File: src/design/lrt_pkg.sv
package lrt_pkg;

    localparam int ROUTE_SLOTS_DEF = 64;
    localparam int INTF_COUNT_DEF  = 16;

    localparam logic [31:0] ADDR_ALL_ONES = 32'hFFFF_FFFF;
    localparam logic [5:0]  ADDR_BITS     = 6'd32;

    localparam logic [2:0] ACT_LOOKUP    = 3'd0;
    localparam logic [2:0] ACT_ADD       = 3'd1;
    localparam logic [2:0] ACT_REMOVE    = 3'd2;
    localparam logic [2:0] ACT_SET_STATE = 3'd3;
    localparam logic [2:0] ACT_DROP      = 3'd4;

    typedef enum logic [1:0] {
        ST_IDLE,
        ST_SCAN,
        ST_FINISH
    } state_t;

    typedef struct packed {
        logic [2:0]  action;
        logic [31:0] addr;
        logic [5:0]  length;
        logic [3:0]  intf_index;
        logic        intf_state;
    } req_t;

    typedef struct packed {
        logic        hit;
        logic [31:0] match_prefix;
        logic [5:0]  match_length;
        logic [3:0]  match_intf;
        logic        status;
    } rsp_t;

    typedef struct packed {
        logic [31:0] prefix;
        logic [5:0]  length;
        logic [3:0]  intf;
    } route_t;

    localparam int ROUTE_W = $bits(route_t);

endpackage

File: src/design/lrt_ram.sv
module lrt_ram #(
    parameter int WIDTH = 8,
    parameter int DEPTH = 64
) (
    input  logic                     clk,
    input  logic                     we,
    input  logic [$clog2(DEPTH)-1:0] waddr,
    input  logic [WIDTH-1:0]         wdata,
    input  logic [$clog2(DEPTH)-1:0] raddr,
    output logic [WIDTH-1:0]         rdata
);

    logic [WIDTH-1:0] mem [DEPTH];

    always_ff @(posedge clk)
    begin
        if (we)
        begin
            mem[waddr] <= wdata;
        end
        rdata <= mem[raddr];
    end

endmodule

File: src/design/lpm_route_table_unit.sv
// Channel   Signals                      Direction  Contents
// req       req_valid, req_ready, req    in         one action beat (lrt_pkg req_t)
// rsp       rsp_valid, rsp_ready, rsp    out        one result beat (lrt_pkg rsp_t)
//
// Add, set state and unknown actions go from accept straight to the finish state,
// which loads the output register once it is free. Lookup, remove and drop walk
// the route memory one slot a cycle through its single read port before they finish.
// Reset clears the route count and marks every interface down; no clearing pass.
// A new beat is taken while a finished result waits in the output register.
module lpm_route_table_unit #(
    parameter int ROUTE_SLOTS = lrt_pkg::ROUTE_SLOTS_DEF,
    parameter int INTF_COUNT  = lrt_pkg::INTF_COUNT_DEF
) (
    input  logic          clk,
    input  logic          rst_n,
    input  logic          req_valid,
    output logic          req_ready,
    input  lrt_pkg::req_t req,
    output logic          rsp_valid,
    input  logic          rsp_ready,
    output lrt_pkg::rsp_t rsp
);

    localparam int AddrW = $clog2(ROUTE_SLOTS);
    localparam int CntW  = $clog2(ROUTE_SLOTS + 1);
    localparam int IntfW = $clog2(INTF_COUNT);

    lrt_pkg::state_t state_reg, state_next;
    lrt_pkg::req_t   op_reg, op_next;
    lrt_pkg::route_t best_reg, best_next;
    lrt_pkg::rsp_t   rsp_reg, rsp_next;

    logic [CntW-1:0]       cnt_reg, cnt_next;
    logic [CntW-1:0]       rd_reg, rd_next;
    logic [CntW-1:0]       wr_reg, wr_next;
    logic                  pend_reg, pend_next;
    logic                  found_reg, found_next;
    logic                  status_reg, status_next;
    logic                  rsp_valid_reg, rsp_valid_next;
    logic [INTF_COUNT-1:0] flags_reg, flags_next;

    logic                  ram_we;
    logic [AddrW-1:0]      ram_waddr;
    logic [AddrW-1:0]      ram_raddr;
    logic [lrt_pkg::ROUTE_W-1:0] ram_wdata;
    logic [lrt_pkg::ROUTE_W-1:0] ram_rdata;

    lrt_pkg::route_t entry;
    logic [31:0]     entry_mask;
    logic            entry_up;
    logic            entry_match;
    logic            entry_take;
    logic            entry_drop;
    logic            req_intf_ok;
    lrt_pkg::route_t add_route;

    lrt_ram #(
        .WIDTH(lrt_pkg::ROUTE_W),
        .DEPTH(ROUTE_SLOTS)
    ) u_route_ram (
        .clk   (clk),
        .we    (ram_we),
        .waddr (ram_waddr),
        .wdata (ram_wdata),
        .raddr (ram_raddr),
        .rdata (ram_rdata)
    );

    assign req_ready = (state_reg == lrt_pkg::ST_IDLE);
    assign rsp_valid = rsp_valid_reg;
    assign rsp       = rsp_reg;

    always_comb
    begin
        entry = lrt_pkg::route_t'(ram_rdata);
        if (entry.length == 6'd0)
        begin
            entry_mask = 32'd0;
        end
        else if (entry.length > lrt_pkg::ADDR_BITS)
        begin
            entry_mask = lrt_pkg::ADDR_ALL_ONES;
        end
        else
        begin
            entry_mask = lrt_pkg::ADDR_ALL_ONES << (lrt_pkg::ADDR_BITS - entry.length);
        end
        entry_up    = (32'(entry.intf) < 32'(INTF_COUNT)) && flags_reg[IntfW'(entry.intf)];
        entry_match = ((op_reg.addr ^ entry.prefix) & entry_mask) == 32'd0;
        entry_take  = entry_up && entry_match
                      && (!found_reg || (entry.length > best_reg.length));
        if (op_reg.action == lrt_pkg::ACT_DROP)
        begin
            entry_drop = (entry.intf == op_reg.intf_index);
        end
        else
        begin
            entry_drop = (entry.prefix == op_reg.addr) && (entry.length == op_reg.length);
        end
    end

    always_comb
    begin
        req_intf_ok      = 32'(req.intf_index) < 32'(INTF_COUNT);
        add_route.prefix = req.addr;
        add_route.length = req.length;
        add_route.intf   = req.intf_index;
    end

    always_comb
    begin
        state_next     = state_reg;
        op_next        = op_reg;
        best_next      = best_reg;
        rsp_next       = rsp_reg;
        cnt_next       = cnt_reg;
        rd_next        = rd_reg;
        wr_next        = wr_reg;
        pend_next      = 1'b0;
        found_next     = found_reg;
        status_next    = status_reg;
        flags_next     = flags_reg;
        rsp_valid_next = rsp_valid_reg && !rsp_ready;
        ram_we         = 1'b0;
        ram_waddr      = cnt_reg[AddrW-1:0];
        ram_wdata      = add_route;
        ram_raddr      = rd_reg[AddrW-1:0];

        unique case (state_reg)
            lrt_pkg::ST_IDLE:
            begin
                if (req_valid)
                begin
                    op_next     = req;
                    best_next   = '0;
                    found_next  = 1'b0;
                    status_next = 1'b0;
                    rd_next     = '0;
                    wr_next     = '0;
                    state_next  = lrt_pkg::ST_FINISH;
                    unique case (req.action)
                        lrt_pkg::ACT_LOOKUP, lrt_pkg::ACT_REMOVE:
                        begin
                            state_next = lrt_pkg::ST_SCAN;
                        end
                        lrt_pkg::ACT_ADD:
                        begin
                            if (cnt_reg >= CntW'(ROUTE_SLOTS))
                            begin
                                status_next = 1'b1;
                            end
                            else
                            begin
                                ram_we   = 1'b1;
                                cnt_next = cnt_reg + 1'b1;
                            end
                        end
                        lrt_pkg::ACT_SET_STATE:
                        begin
                            if (req_intf_ok)
                            begin
                                flags_next[IntfW'(req.intf_index)] = req.intf_state;
                            end
                        end
                        lrt_pkg::ACT_DROP:
                        begin
                            if (req_intf_ok)
                            begin
                                flags_next[IntfW'(req.intf_index)] = 1'b0;
                            end
                            state_next = lrt_pkg::ST_SCAN;
                        end
                        default:
                        begin
                        end
                    endcase
                end
            end

            lrt_pkg::ST_SCAN:
            begin
                if (rd_reg < cnt_reg)
                begin
                    rd_next   = rd_reg + 1'b1;
                    pend_next = 1'b1;
                end
                if (pend_reg)
                begin
                    if (op_reg.action == lrt_pkg::ACT_LOOKUP)
                    begin
                        if (entry_take)
                        begin
                            best_next  = entry;
                            found_next = 1'b1;
                        end
                    end
                    else if (!entry_drop)
                    begin
                        ram_we    = 1'b1;
                        ram_waddr = wr_reg[AddrW-1:0];
                        ram_wdata = entry;
                        wr_next   = wr_reg + 1'b1;
                    end
                end
                else if (rd_reg >= cnt_reg)
                begin
                    if (op_reg.action != lrt_pkg::ACT_LOOKUP)
                    begin
                        cnt_next = wr_reg;
                    end
                    state_next = lrt_pkg::ST_FINISH;
                end
            end

            lrt_pkg::ST_FINISH:
            begin
                if (!rsp_valid_reg || rsp_ready)
                begin
                    rsp_next.hit          = found_reg;
                    rsp_next.match_prefix = best_reg.prefix;
                    rsp_next.match_length = best_reg.length;
                    rsp_next.match_intf   = best_reg.intf;
                    rsp_next.status       = status_reg;
                    rsp_valid_next        = 1'b1;
                    state_next            = lrt_pkg::ST_IDLE;
                end
            end

            default:
            begin
                state_next = lrt_pkg::ST_IDLE;
            end
        endcase
    end

    always_ff @(posedge clk or negedge rst_n)
    begin
        if (!rst_n)
        begin
            state_reg     <= lrt_pkg::ST_IDLE;
            cnt_reg       <= '0;
            rd_reg        <= '0;
            wr_reg        <= '0;
            pend_reg      <= 1'b0;
            found_reg     <= 1'b0;
            status_reg    <= 1'b0;
            rsp_valid_reg <= 1'b0;
            flags_reg     <= '0;
        end
        else
        begin
            state_reg     <= state_next;
            cnt_reg       <= cnt_next;
            rd_reg        <= rd_next;
            wr_reg        <= wr_next;
            pend_reg      <= pend_next;
            found_reg     <= found_next;
            status_reg    <= status_next;
            rsp_valid_reg <= rsp_valid_next;
            flags_reg     <= flags_next;
        end
    end

    always_ff @(posedge clk)
    begin
        op_reg   <= op_next;
        best_reg <= best_next;
        rsp_reg  <= rsp_next;
    end

endmodule

File: config.mk
export PLATFORM = sky130hd
export DESIGN_NAME = lpm_route_table_unit
export DESIGN_NICKNAME = d
export VERILOG_FILES = /design/src/design/lrt_pkg.sv /design/src/design/lrt_ram.sv /design/src/design/lpm_route_table_unit.sv
export SDC_FILE = /design/constraint.sdc
export NUM_CORES = 2
export LEC_CHECK = 0
export BUFFER_PORTS_ARGS = -buffer_cell sky130_fd_sc_hd__buf_2
export CAP_MARGIN = 25
export CORE_MARGIN = 4
export CORE_UTILIZATION = 55
export DETAILED_ROUTE_END_ITERATION = 7
export HOLD_SLACK_MARGIN = 0.02
export PLACE_DENSITY = 0.81
export SKIP_CTS_REPAIR_TIMING = 1
export SLEW_MARGIN = 20
export SYNTH_ARGS = -nofsm -noshare
export SYNTH_HDL_FRONTEND = slang
export SYNTH_SLANG_ARGS = --single-unit
File: constraint.sdc
create_clock -name clk -period 8.46 [get_ports clk]
set_input_delay 1.692 -clock clk [delete_from_list [all_inputs] [get_ports clk]]
set_output_delay 1.692 -clock clk [all_outputs]
set_load 0.02 [all_outputs]
==> impl_metrics.env <==
export IMPL_worstPathRequired_ns=9.01
export IMPL_cts_sinks=2904
export IMPL_synthFlopType="edfxtp_1"
export IMPL_async_flop_share_pct=1.48
export IMPL_crit_path_end_kind="register"
export IMPL_drive_gt1_share_pct=32.7
export IMPL_ys_seq_area_share_pct=77.6
export IMPL_ant_nets=0
export IMPL_synth_avg_cell_area_sq_um=24.1
export IMPL_mostFrequentLayoutCell="edfxtp_1"
export IMPL_die_h_um=458
export IMPL_cap_violations=0
export IMPL_yosys_cell_types_count=65
export IMPL_synthCells=4622
export IMPL_routed_wl_um=317000
export IMPL_die_x_um=458
export IMPL_track_usage_pct=30.3
export IMPL_drc_errors=0
export IMPL_skew_ns=0.0763
export IMPL_grt_ovfl_total=0
export IMPL_synth_seq_cells=2904
export IMPL_synth_edff_count=2819
export IMPL_start_util_pct=55.3
export IMPL_most_common_layout_cells="2819 x edfxtp_1, 887 x mux4_2, 304 x clkbuf_16"
export IMPL_period_share_pct=64.3
export IMPL_core_area_sq_um=202000
export IMPL_syn_num_nets=4692
export IMPL_place_inst=7288
export IMPL_critical_path_slowest_cell="o22ai_4"
export IMPL_nets=4998
export IMPL_clk_pin_slew_worst_paths_ns=0.06
export IMPL_r2r_cells=9
export IMPL_cts_tree="yes"
export IMPL_drt_pass1_iterations=7
export IMPL_period_needed_ns=5.44
export IMPL_run_status="finished, final reports clean"
export IMPL_worst_pin_slew_ns=1.13
export IMPL_synth_area_sq_um=112000
export IMPL_p_leak_nw=38.5
export IMPL_routed_via_density=7.11
export IMPL_crit_chain="xor2_1 -> a211oi_1 -> and4_1 -> nand4_1 -> nand4_1 -> buf_4 -> nand4bb_1 -> o22ai_4 -> buf_4"
export IMPL_routedWlPerCell_um=40.5
export IMPL_globalplace_congestion=0.975
export IMPL_min_path_cells=0
export IMPL_tns_ns=0
export IMPL_worstPathArrival_ns=6.00
export IMPL_timing_worst_setup_path_type="register to register"
export IMPL_grt_max_degree=140
export IMPL_report_final_slew_viol_count=0
export IMPL_cp_num_buf_inv=2
export IMPL_largest_reg_flops=2688
export IMPL_max_clock_freq_mhz=184
export IMPL_r2r_start="u_route_ram.rdata[7]"
export IMPL_worstSetupStartpointType="register"
export IMPL_hold_path_endpoint="rsp[35]"
export IMPL_dp_final_hpwl_um=168000
export IMPL_ios=96
export IMPL_dr_total_vias=55700
export IMPL_relSlewSlack_pct=24.8
export IMPL_power_density_nw_per_um2=300
export IMPL_grt_pass1_wl_um=444000
export IMPL_numCtsBuffers=298
export IMPL_max_stage_delay_ns=1.19
export IMPL_rsz0062_at_grt="false"
export IMPL_yosys_warnings=0
export IMPL_area_delta_synth_final_pct=13.4
export IMPL_die_area_sq_um=210000
export IMPL_min_from="best_reg[34]"
export IMPL_first_global_vias=55800
export IMPL_path_delay_family="simple AND/OR/NAND/NOR gates"
export IMPL_htreeDepth=5
export IMPL_hold_violations=0
export IMPL_io_buffers=95
export IMPL_initialDrtViolationCount=10300
export IMPL_irDropWorstVdd_uv=246
export IMPL_fin_cells=7832
export IMPL_critPathMaxFanout=47
export IMPL_rows=165
export IMPL_setup_viol_count_final=0
export IMPL_reg2reg_setup_slack_ns=3.02
export IMPL_timing_rr_end="u_route_ram.mem[54][13]"
export IMPL_clk_path_buf_depth=4
export IMPL_hp_class="register to register"
export IMPL_crit_start="u_route_ram.rdata[7]"
export IMPL_num_fill_cells=12400
export IMPL_grt_antenna_before_repair=22
export IMPL_cts_root_buf="clkbuf_16"
export IMPL_clk_latency_ns=0.95
==> worst max path at each step <==
stage               cells past startpoint                       to  slack (ns)
detailed placement                      9  u_route_ram.mem[54][18]        2.30
global placement                        9  u_route_ram.mem[54][18]        2.25
global route                            9  u_route_ram.mem[54][30]        2.98
CTS                                     9  u_route_ram.mem[49][27]        2.99
finish                                  9  u_route_ram.mem[54][13]        3.02
floorplan                               7    u_route_ram.mem[6][0]        1.62
==> report_power, final <==
group / switching, mW / leakage (nW) / internal (mW)
clock: 5.52 / 4.54 / 7.42
combinational: 4.57 / 7.66 / 3.14
sequential: 0.453 / 26.3 / 16.8
==> cells in the mapped netlist (4+ instances only) <==
cell | count | area (sq um)
o21ai_0 | 26 | 130
nor2b_1 | 14 | 87.6
clkbuf_1 | 134 | 503
nor2_1 | 43 | 161
edfxtp_1 | 2819 | 84700
and3_1 | 5 | 31.3
nand2b_1 | 6 | 37.5
dfxtp_1 | 42 | 841
nor4_1 | 6 | 37.5
dfrtp_1 | 43 | 1080
mux2_2 | 55 | 619
or4_1 | 5 | 37.5
mux4_2 | 887 | 20000
a31oi_1 | 13 | 81.3
nand4_1 | 13 | 81.3
o32ai_1 | 7 | 61.3
buf_2 | 52 | 260
ha_1 | 20 | 250
a22oi_1 | 7 | 52.6
o31ai_1 | 6 | 45.0
buf_6 | 4 | 45.0
xnor2_1 | 35 | 307
a21oi_1 | 36 | 180
and2_1 | 41 | 257
nand2_1 | 61 | 229
o22ai_1 | 53 | 332
nor3_1 | 8 | 40.0
xor2_1 | 17 | 149
buf_4 | 26 | 195
or3_1 | 11 | 68.8
inv_1 | 21 | 78.8
buf_1 | 30 | 113
nand3_1 | 29 | 145
==> area by class of cell <==
cell class | instances | area (sq um) | share of cell area [%]
Inverter | 23 | 86.3 | 0.0683
Multi-Input combinational cell | 1449 | 24800 | 19.6
Sequential cell | 2904 | 86600 | 68.5
Tap cell | 2672 | 3340 | 2.64
Clock buffer | 366 | 7890 | 6.24
Clock inverter | 151 | 1450 | 1.15
Timing Repair Buffer | 252 | 2270 | 1.79
Antenna cell | 15 | 37.5 | 0.0297
==> metal layers <==
layer	vias up	part of all wire (%)	global-route usage [%]
li1	20600	-	-
met1	29000	32	38.9
met2	5127	49	48.1
met3	966	12	6.92
met4	10	7.1	17.7
met5	-	0.021	0
==> through the flow <==
| stage | hold WS [ns] | utilization, % | setup slack [ns] | instance area, sq um | total power [mW] |
|---|---|---|---|---|---|
| after floorplan | 0.400 | - | 1.62 | 112000 | 22.4 |
| after global routing | 0.393 | 62.6 | 2.98 | 126000 | 39.0 |
| after detailed placement | 0.407 | 57.8 | 2.30 | 117000 | 25.0 |
| after global placement | 0.403 | 57.6 | 2.25 | 116000 | 24.7 |
| after CTS | 0.384 | 62.4 | 2.99 | 126000 | 37.9 |
| final | 0.393 | 62.6 | 3.02 | 126000 | 37.9 |
==> cells by family (layout without fill, tap and decap cells) <==
| group | Yosys count | after routing | share of synthesized area, % |
|---|---|---|---|
| multiplexers | 942 | 942 | 18.5 |
| flip-flops | 2904 | 2904 | 77.6 |
| XOR/XNOR | 52 | 52 | 0.408 |
| buffers and inverters | 269 | 792 | 1.08 |
| adder cells (fa/ha/maj) | 20 | 20 | 0.224 |
| AO/OA/AOI/OAI | 177 | 177 | 1.01 |
| other | 0 | 15 | 0 |
| AND/OR/NAND/NOR | 258 | 258 | 1.21 |
No activity file was read; power rests on OpenSTA's default activity.
